===== src/best_fit_boundary_tag_allocator_top_macros.svh =====
// Assertion macros used by the best-fit allocator top level.
`ifndef BEST_FIT_BOUNDARY_TAG_ALLOCATOR_TOP_MACROS_SVH
`define BEST_FIT_BOUNDARY_TAG_ALLOCATOR_TOP_MACROS_SVH

// Same-cycle implication, checked outside reset.
`define BFBA_ASSERT_IMP(label, clk, rst_n, ante, cons) \
    label: assert property (@(posedge clk) disable iff (!rst_n) (ante) |-> (cons)) \
        else $error("bfba: same-cycle check failed");

// Next-cycle implication, checked outside reset.
`define BFBA_ASSERT_NEXT(label, clk, rst_n, ante, cons) \
    label: assert property (@(posedge clk) disable iff (!rst_n) (ante) |=> (cons)) \
        else $error("bfba: next-cycle check failed");

`endif


===== src/bfba_pkg.sv =====
// Shared types, command codes and helpers for the best-fit allocator.
package bfba_pkg;

    localparam int TAG_W     = 32;
    localparam int WIDE_W    = 36;
    localparam int TAG_BYTES = 4;
    localparam int OVERHEAD  = 8;
    localparam int OP_W      = 4;

    localparam logic [OP_W-1:0] OP_NONE         = 4'd0;
    localparam logic [OP_W-1:0] OP_CLEAR        = 4'd1;
    localparam logic [OP_W-1:0] OP_LOAD         = 4'd2;
    localparam logic [OP_W-1:0] OP_WALK_RD      = 4'd3;
    localparam logic [OP_W-1:0] OP_WALK_EVAL    = 4'd4;
    localparam logic [OP_W-1:0] OP_ALLOC_WR     = 4'd5;
    localparam logic [OP_W-1:0] OP_FREE_RD_HDR  = 4'd6;
    localparam logic [OP_W-1:0] OP_FREE_CAP_HDR = 4'd7;
    localparam logic [OP_W-1:0] OP_FREE_CALC_R  = 4'd8;
    localparam logic [OP_W-1:0] OP_FREE_RD_R    = 4'd9;
    localparam logic [OP_W-1:0] OP_FREE_CAP_R   = 4'd10;
    localparam logic [OP_W-1:0] OP_FREE_RD_L    = 4'd11;
    localparam logic [OP_W-1:0] OP_FREE_CAP_L   = 4'd12;
    localparam logic [OP_W-1:0] OP_FREE_CALC    = 4'd13;
    localparam logic [OP_W-1:0] OP_FREE_WR      = 4'd14;
    localparam logic [OP_W-1:0] OP_RESULT       = 4'd15;

    typedef logic signed [TAG_W-1:0]  t_tag;
    typedef logic signed [WIDE_W-1:0] t_wide;

    typedef struct packed {
        logic [OP_W-1:0] op;
        logic [1:0]      step;
        logic            ok;
    } t_cmd;

    typedef struct packed {
        logic clr_last;
        logic is_free;
        logic range_ok;
        logic walk_done;
        logic found;
        logic split;
        logic has_r;
        logic has_l;
        logic fok;
        logic out_free;
    } t_status;

    function automatic logic [TAG_W-1:0] tag_mag(input t_tag t);
        logic [TAG_W-1:0] u;
        u = t;
        return t[TAG_W-1] ? (~u + TAG_W'(1)) : u;
    endfunction

endpackage


===== src/bfba_ctrl.sv =====
// Controller state machine that sequences clearing, the best-fit walk and the merge on free.
module bfba_ctrl (
    input  logic              i_clk,
    input  logic              i_rst_n,
    input  logic              i_in_valid,
    output logic              o_in_stall,
    input  bfba_pkg::t_status i_status,
    output bfba_pkg::t_cmd    o_cmd
);
    import bfba_pkg::*;

    localparam logic [4:0] S_CLEAR    = 5'd0;
    localparam logic [4:0] S_IDLE     = 5'd1;
    localparam logic [4:0] S_START    = 5'd2;
    localparam logic [4:0] S_WALK_RD  = 5'd3;
    localparam logic [4:0] S_WALK_EV  = 5'd4;
    localparam logic [4:0] S_ALLOC_WR = 5'd5;
    localparam logic [4:0] S_F_RD_H   = 5'd6;
    localparam logic [4:0] S_F_CAP_H  = 5'd7;
    localparam logic [4:0] S_F_CALC_R = 5'd8;
    localparam logic [4:0] S_F_RD_R   = 5'd9;
    localparam logic [4:0] S_F_CAP_R  = 5'd10;
    localparam logic [4:0] S_F_RD_L   = 5'd11;
    localparam logic [4:0] S_F_CAP_L  = 5'd12;
    localparam logic [4:0] S_F_CALC   = 5'd13;
    localparam logic [4:0] S_F_CHK    = 5'd14;
    localparam logic [4:0] S_F_WR     = 5'd15;
    localparam logic [4:0] S_DONE     = 5'd16;

    logic [4:0] r_state;
    logic [4:0] n_state;
    logic [1:0] r_step;
    logic [1:0] n_step;
    logic       r_ok;
    logic       n_ok;

    always_ff @(posedge i_clk) begin
        if (!i_rst_n) begin
            r_state <= S_CLEAR;
            r_step  <= 2'd0;
            r_ok    <= 1'b0;
        end else begin
            r_state <= n_state;
            r_step  <= n_step;
            r_ok    <= n_ok;
        end
    end

    always_comb begin
        n_state    = r_state;
        n_step     = r_step;
        n_ok       = r_ok;
        o_cmd.op   = OP_NONE;
        o_cmd.step = r_step;
        o_cmd.ok   = r_ok;
        case (r_state)
            S_CLEAR: begin
                o_cmd.op = OP_CLEAR;
                if (i_status.clr_last) begin
                    n_state = S_IDLE;
                end
            end
            S_IDLE: begin
                if (i_in_valid) begin
                    o_cmd.op = OP_LOAD;
                    n_state  = S_START;
                end
            end
            S_START: begin
                n_step = 2'd0;
                if (!i_status.is_free) begin
                    n_state = S_WALK_RD;
                end else if (i_status.range_ok) begin
                    n_state = S_F_RD_H;
                end else begin
                    n_ok    = 1'b0;
                    n_state = S_DONE;
                end
            end
            S_WALK_RD: begin
                if (!i_status.walk_done) begin
                    o_cmd.op = OP_WALK_RD;
                    n_state  = S_WALK_EV;
                end else if (i_status.found) begin
                    n_state = S_ALLOC_WR;
                end else begin
                    n_ok    = 1'b0;
                    n_state = S_DONE;
                end
            end
            S_WALK_EV: begin
                o_cmd.op = OP_WALK_EVAL;
                n_state  = S_WALK_RD;
            end
            S_ALLOC_WR: begin
                o_cmd.op = OP_ALLOC_WR;
                if (r_step == (i_status.split ? 2'd3 : 2'd1)) begin
                    n_step  = 2'd0;
                    n_ok    = 1'b1;
                    n_state = S_DONE;
                end else begin
                    n_step = r_step + 2'd1;
                end
            end
            S_F_RD_H: begin
                o_cmd.op = OP_FREE_RD_HDR;
                n_state  = S_F_CAP_H;
            end
            S_F_CAP_H: begin
                o_cmd.op = OP_FREE_CAP_HDR;
                n_state  = S_F_CALC_R;
            end
            S_F_CALC_R: begin
                o_cmd.op = OP_FREE_CALC_R;
                n_state  = S_F_RD_R;
            end
            S_F_RD_R: begin
                if (i_status.has_r) begin
                    o_cmd.op = OP_FREE_RD_R;
                    n_state  = S_F_CAP_R;
                end else begin
                    n_state = S_F_RD_L;
                end
            end
            S_F_CAP_R: begin
                o_cmd.op = OP_FREE_CAP_R;
                n_state  = S_F_RD_L;
            end
            S_F_RD_L: begin
                if (i_status.has_l) begin
                    o_cmd.op = OP_FREE_RD_L;
                    n_state  = S_F_CAP_L;
                end else begin
                    n_state = S_F_CALC;
                end
            end
            S_F_CAP_L: begin
                o_cmd.op = OP_FREE_CAP_L;
                n_state  = S_F_CALC;
            end
            S_F_CALC: begin
                o_cmd.op = OP_FREE_CALC;
                n_state  = S_F_CHK;
            end
            S_F_CHK: begin
                n_step = 2'd0;
                if (i_status.fok) begin
                    n_state = S_F_WR;
                end else begin
                    n_ok    = 1'b0;
                    n_state = S_DONE;
                end
            end
            S_F_WR: begin
                o_cmd.op = OP_FREE_WR;
                if (r_step == 2'd1) begin
                    n_step  = 2'd0;
                    n_ok    = 1'b1;
                    n_state = S_DONE;
                end else begin
                    n_step = r_step + 2'd1;
                end
            end
            S_DONE: begin
                if (i_status.out_free) begin
                    o_cmd.op = OP_RESULT;
                    n_state  = S_IDLE;
                end
            end
            default: begin
                n_state = S_IDLE;
            end
        endcase
    end

    assign o_in_stall = r_state != S_IDLE;

endmodule


===== config.mk =====
export PLATFORM = sky130hd
export DESIGN_NAME = bfba_ctrl
export DESIGN_NICKNAME = d
export VERILOG_FILES = /design/src/best_fit_boundary_tag_allocator_top_macros.svh /design/src/bfba_pkg.sv /design/src/bfba_ctrl.sv
export SDC_FILE = /design/constraint.sdc
export NUM_CORES = 1
export LEC_CHECK = 0
export BUFFER_PORTS_ARGS = -buffer_cell sky130_fd_sc_hd__buf_2
export CAP_MARGIN = 20
export CORE_ASPECT_RATIO = 1.4
export CORE_MARGIN = 3
export CORE_UTILIZATION = 30
export CTS_BUF_LIST = sky130_fd_sc_hd__clkbuf_2
export CTS_CLUSTER_SIZE = 30
export DETAILED_ROUTE_END_ITERATION = 16
export GPL_TIMING_DRIVEN = 0
export SYNTH_ARGS = -nofsm -noshare
export SYNTH_HDL_FRONTEND = slang
export SYNTH_SLANG_ARGS = --single-unit

===== constraint.sdc =====
create_clock -name i_clk -period 2.36 [get_ports i_clk]
set_clock_uncertainty 0.1 [all_clocks]
set_input_delay 0.59 -clock i_clk [delete_from_list [all_inputs] [get_ports i_clk]]
set_output_delay 0.59 -clock i_clk [all_outputs]
set_load 0.01 [all_outputs]

==> impl_metrics.csv, run 1 <==
group,metric,value,unit
clock_network,clk_pin_slew,0.08,ns
route,drc,0,
route,drt_iter0_markers,49,
yosys,netlist_instances,131,
sta,fmax,434.7,MHz
critical_path,end_kind,"output pin",
critical_path,critPathRequiredTime,1.67,ns
sta,setup_violations,0,
final_layout,antenna_cells,0,
critical_path,r2r_start,"r_step[0]",
pwr,vdd.ir_drop.worst,184.0,uV
clock_network,cts_buffers,3,
route,ant_nets,0,
grt,antenna_found_initial,0,
grt,grt_max_degree,20,
clock_network,h-tree-depth,1,
clock_network,cts_sinks,8,
die,core,2907,sq um
yosys,async_reset_ff_share,0,%
grt,grt_pass1_wl,4.747,mm
critical_path,cp.depth,6,
yosys,yosysSeqAreaShare,17.37,%
final_layout,layout_commonest_cell,"buf_2",
final_layout,multi_input_area,676.9,sq um
grt,grt_usage,16.56,%
critical_path,critPathBufInv,3,
final_layout,drive_gt1_share,30.00,%
yosys,synth_nets,146,
critical_path,path_max_fanout,10,
die,die_x,52.86,um
place,place_hpwl,2.363,mm
yosys,synth_top_cell_by_area,"dfxtp_1",
clock_network,cts_root_buf,"clkbuf_2",
critical_path,crit_slowest_cell,"dfxtp_2",
place,io_buffers,19,
status,status,"completed",
die,num_io_pins,21,
die,dieArea,3784,sq um
sta,min_period_over_period,97.48,%
die,die_y,71.60,um
sta,hold_viol,0,
sta,worst_pin_slew,0.4410,ns
yosys,synth_warnings,0,
final_layout,final_area,1100,sq um
critical_path,cpPeakStageDelay,0.34,ns
yosys,synth_edf_count,0,
route,viasPerCell,5.856,
final_layout,utilization,37.84,%
grt,grt_overflow_total,0,
final_layout,ff_latch_area,167.7,sq um
final_layout,nets,167,
critical_path,crit_end,"o_cmd[4]",
die,initial_utilization,31.73,%
yosys,syn_area,922.1,sq um
critical_path,start_kind,"flop",
critical_path,worstPathCellList,"buf_4, buf_4, a21boi_0, o221ai_1, o221ai_1, buf_2",
clock_network,cts_hold_repair.buffers,0,
pwr,p_per_area,312.4,nW/um^2
yosys,synth_cell_type_count,49,
critical_path,r2r_end,"r_ok",
sta,rsz0062_at_grt,"true",
yosys,synth.avg_cell_area,7.039,sq um
final_layout,final_cells,187,
critical_path,worst-setup-path-type,"flop to output pin",
place,gp_congestion,0.9994,
final_layout,syn2layout_area_growth,19.27,%
place,dpl.cell_count,187,
clock_network,clk_path_buf_depth,2,
route,vias,1095,
clock_network,clk-insertion-delay-late,0.25,ns
pwr,p_leak,0.4190,nW
critical_path,path_delay_family,"compound AO/OA/AOI/OAI gates",
sta,fin_crit,2.300,ns
sta,maxSlewHeadroom,70.22,%
yosys,netlist_top_cells_area,"dfxtp_1, a21oi_1, nand2_1, nor2_1, o221ai_1",
final_layout,fillers,309,
final_layout,mostFrequentLayoutCells,"buf_2, nand2_1, nor2_1, a21oi_1, inv_1",
min_path,whs_path_depth,2,
sta,hold_slack,0.3662,ns
die,num_rows,23,
yosys,yosys.area.top_type_share,17.37,%
route,wl_per_cell,16.06,um
yosys,ys.flop_type,"dfxtp_1",
place,place_area,1064,sq um
yosys,synth-seq-cells,8,
critical_path,rrSetupSlack,0.47,ns
route,wirelength,3.004,mm
route,firstDrtPassIters,4,
job,drv_cap,0,
grt,grt_pass1_vias,1014,
critical_path,critPathLaunch,"r_state[3]",
min_path,hp-class,"flop to flop",
sta,slew_violations,0,
critical_path,crit_arrival,1.61,ns
critical_path,r2r_cells,5,
clock_network,cts_tree,"yes",
## area by class of cell
cell class                      instances  share of cell area (%)
Multi-Input combinational cell        104                   61.55
Sequential cell                         8                   15.24
Timing Repair Buffer                   19                   8.646
Buffer                                  9                   6.598
Tap cell                               37                   4.209
Inverter                                7                   2.389
Clock buffer                            3                   1.365
## stage by stage
| step | setup slack (ns) | power (mW) | setup TNS (ns) |
|---|---|---|---|
| finish | 0.05956 | 0.3435 | 0 |
| floorplan | 0.3401 | 0.2170 | 0 |
| global placement | -0.1672 | 0.2559 | -0.1672 |
| CTS | 0.01359 | 0.3443 | 0 |
| global route | -0.01471 | 0.3616 | -0.01471 |
| detailed placement | -0.1666 | 0.2563 | -0.1666 |
## worst reg2reg max path, cell delays in order, from the launching register on
cell     delay, ns
dfxtp_1       0.46
ha_1          0.25
nor4_2        0.09
or3b_4        0.42
nor4b_4       0.31
mux2i_1       0.20
## worst min path at each step
stage                     startpoint    to  slack (ns)
after floorplan                 r_ok  r_ok        0.34
after global placement          r_ok  r_ok        0.34
after detailed placement        r_ok  r_ok        0.36
after CTS                       r_ok  r_ok        0.37
after global routing            r_ok  r_ok        0.38
final                           r_ok  r_ok        0.37
## report_power, final
group	total, mW	internal [mW]	switching (mW)	leakage, nW
combinational	0.110	0.0452	0.0651	0.340
clock	0.0877	0.0346	0.0531	0.0125
sequential	0.145	0.138	0.00713	0.0669
total	0.344	0.218	0.125	0.419
## repair_timing
item,in CTS,in global routing
pin swaps,0,1
buffers inserted,0,0
endpoints found under the setup margin,4,3
cloned,0,0
resized for setup,8,9
## cells by family after synthesis
family / after synthesis / share of synthesized area, %
compound gates: 47 / 35.01
xor+xnor: 2 / 1.900
fa+ha+maj: 2 / 2.713
buf+inv: 19 / 9.769
flops: 8 / 17.37
mux: 1 / 1.086
simple gates: 52 / 32.16
## sequential cells by signal (all words and copies together), names as in the netlist
register  count
r_ok          1
r_step        2
r_state       5
## cell usage after synthesis (2+ instances only)
| master | instances |
|---|---|
| o221ai_1 | 4 |
| nand3_1 | 3 |
| ha_1 | 2 |
| nand4_1 | 3 |
| nor2b_1 | 4 |
| nor3_1 | 2 |
| nor2_1 | 12 |
| o21ai_0 | 6 |
| nor4_1 | 2 |
| inv_1 | 6 |
| or2_2 | 2 |
| a21oi_1 | 11 |
| dfxtp_1 | 8 |
| a221oi_1 | 2 |
| nand2b_1 | 2 |
| o22ai_1 | 2 |
| buf_2 | 6 |
| nand2_1 | 13 |
| a31oi_1 | 3 |
| a211oi_1 | 3 |
| o31ai_1 | 2 |
| clkbuf_1 | 4 |
| o21a_1 | 2 |
| xnor2_1 | 2 |
## layer usage
metal | GRT usage, % | wire length [um] | part of all wire, %
met2 | 28.59 | 1593 | 53
met1 | 21.15 | 1173 | 39
met3 | 1.247 | 178 | 5.9
met5 | 0 | 0 | 0
met4 | 5.682 | 59 | 2.0
No activity file was read; power rests on OpenSTA's default activity.
==> inputs of run 2 (changes only) <==
--- a/config.mk
+++ b/config.mk
@@ -8,8 +8,8 @@
 export BUFFER_PORTS_ARGS = -buffer_cell sky130_fd_sc_hd__buf_2
 export CAP_MARGIN = 20
 export CORE_ASPECT_RATIO = 1.4
-export CORE_MARGIN = 3
-export CORE_UTILIZATION = 30
+export CORE_MARGIN = 4
+export CORE_UTILIZATION = 40
 export CTS_BUF_LIST = sky130_fd_sc_hd__clkbuf_2
 export CTS_CLUSTER_SIZE = 30
 export DETAILED_ROUTE_END_ITERATION = 16
==> constraint.sdc (replaced) <==
create_clock -name i_clk -period 2.1 [get_ports i_clk]
set_clock_uncertainty 0.1 [all_clocks]
set_input_delay 0.525 -clock i_clk [delete_from_list [all_inputs] [get_ports i_clk]]
set_output_delay 0.525 -clock i_clk [all_outputs]
set_load 0.01 [all_outputs]
==> run 2 against run 1 <==
Net effect: total power grew 19%; clock-buffer cell count is the same; setup slack lost 0.059 ns; via count grew 5.0%; sequential power grew 11%; global-route usage grew 3.6 points; register-to-register slack lost 0.29 ns; flip-flop and latch count is the same; critical path depth is the same.
==> impl_metrics.csv, run 2 (synthesis gave the netlist of run 1 again) <==
group,metric,value,unit
status,status,"completed",
place,place_area,1045,sq um
grt,grt_pass1_wl,5.168,mm
sta,fin_crit,2.099,ns
grt,grt_overflow_total,0,
clock_network,cts_tree,"yes",
die,num_rows,20,
min_path,worstHoldStart,"r_ok",
job,drv_cap,0,
place,place_hpwl,2.161,mm
final_layout,top_register,"r_state",
pwr,p_per_area,324.2,nW/um^2
critical_path,critPathLaunch,"r_state[2]",
clock_network,clk_pin_slew,0.06,ns
sta,setup_violations,0,
die,core,2177,sq um
final_layout,reg_top3,"r_state (5), r_step (2), r_ok (1)",
final_layout,fillers,222,
route,drt_iter0_markers,54,
sta,fmax,476.4,MHz
route,vias,1150,
final_layout,utilization,58.10,%
grt,grt_max_degree,20,
critical_path,path_max_fanout,10,
die,dieArea,3148,sq um
pwr,vdd.ir_drop.worst,270.4,uV
clock_network,cts_root_buf,"clkbuf_2",
final_layout,final_area,1265,sq um
pwr,finalPower,410.1,uW
route,drc,0,
die,initial_utilization,42.36,%
route,ant_nets,0,
critical_path,start_kind,"flop",
pwr,p_leak,0.5174,nW
place,pre_cts_slack,-0.2482,ns
clock_network,clk-insertion-delay-late,0.23,ns
route,wirelength,3.085,mm
final_layout,nets,183,
sta,maxSlewHeadroom,67.97,%
final_layout,drive_gt1_share,40.96,%
die,num_io_pins,21,
grt,grt_pass1_vias,1129,
sta,worst_pin_slew,0.4742,ns
route,wl_per_cell,16.41,um
sta,min_period_over_period,99.95,%
die,die_x,48.58,um
sta,postLayoutSetupSlackWorst,0.0009570,ns
route,viasPerCell,6.117,
clock_network,h-tree-depth,1,
grt,antenna_found_initial,0,
sta,hold_viol,0,
place,io_buffers,19,
grt,grt_usage,20.17,%
sta,slew_violations,0,
critical_path,crit_arrival,1.47,ns
final_layout,mostFrequentLayoutCells,"buf_2, buf_4, nand2_1, nor2_1, a21oi_1",
clock_network,cts_buffers,3,
die,die_y,64.81,um
critical_path,critPathRequiredTime,1.47,ns
route,firstDrtPassIters,4,
min_path,hp-class,"flop to flop",
final_layout,syn2layout_area_growth,37.18,%
place,gp_congestion,0.8352,
final_layout,largest_reg_flops,5,
final_layout,antenna_cells,0,
clock_network,clk_path_buf_depth,2,
critical_path,r2r_start,"r_state[0]",
critical_path,worst-setup-path-type,"flop to output pin",
clock_network,cts_sinks,8,
critical_path,end_kind,"output pin",
sta,rsz0062_at_grt,"true",
final_layout,layout_commonest_cell,"buf_2",
[run 2: critical path, cell delays in order, from the launching register on]
cell     delay [ns]
dfxtp_2        0.34
buf_8          0.13
or3_4          0.38
nor2_1         0.10
a21oi_1        0.05
o22ai_1        0.12
buf_2          0.15
[run 2: per-stage QoR]
stage	std cells	TNS [ns]	hold WS (ns)
after floorplan	131	0	0.3351
after global placement	172	-0.4634	0.3536
after global routing	188	-0.2496	0.4051
after detailed placement	172	-0.4743	0.3639
final	188	0	0.3655
after CTS	188	0	0.3730
[run 2: area by class of cell]
| type | count | area, sq um | share of cell area (%) |
|---|---|---|---|
| multi-input combinational | 104 | 709.4 | 56.08 |
| timing repair buffer | 33 | 200.2 | 15.83 |
| sequential | 8 | 167.7 | 13.25 |
| buffer | 11 | 118.9 | 9.397 |
| tap | 22 | 27.53 | 2.176 |
| inverter | 7 | 26.28 | 2.077 |
| clock buffer | 3 | 15.01 | 1.187 |
[run 2: final timing paths]
kind	end	slack, ns	cells after the start
setup / recovery	o_cmd[3]	0.001	6
hold / removal	r_ok	0.37	2
setup reg to reg	r_ok	0.18	6
hold reg to reg	r_ok	0.37	2
[run 2: timing repair]
| action | CTS | global route |
|---|---|---|
| resized for setup | 24 | 11 |
| setup endpoints to repair | 4 | 5 |
| pin swaps | 5 | 4 |
| hold buffers | 0 | 0 |
| buffers inserted | 14 | 0 |
[run 2: layer usage]
layer	vias to the layer above	global-route usage [%]	routed length (um)	share of wire (%)
li1	556	-	-	-
met1	536	22.95	1251	41
met2	50	34.97	1555	50
met3	8	2.529	181	5.9
met4	0	12.46	96	3.1
met5	-	0	0	0
[run 2: report_power, final]
part | internal, mW | switching [mW] | total (mW)
sequential | 0.156 | 0.00408 | 0.161
combinational | 0.0772 | 0.0876 | 0.165
clock | 0.0389 | 0.0459 | 0.0848
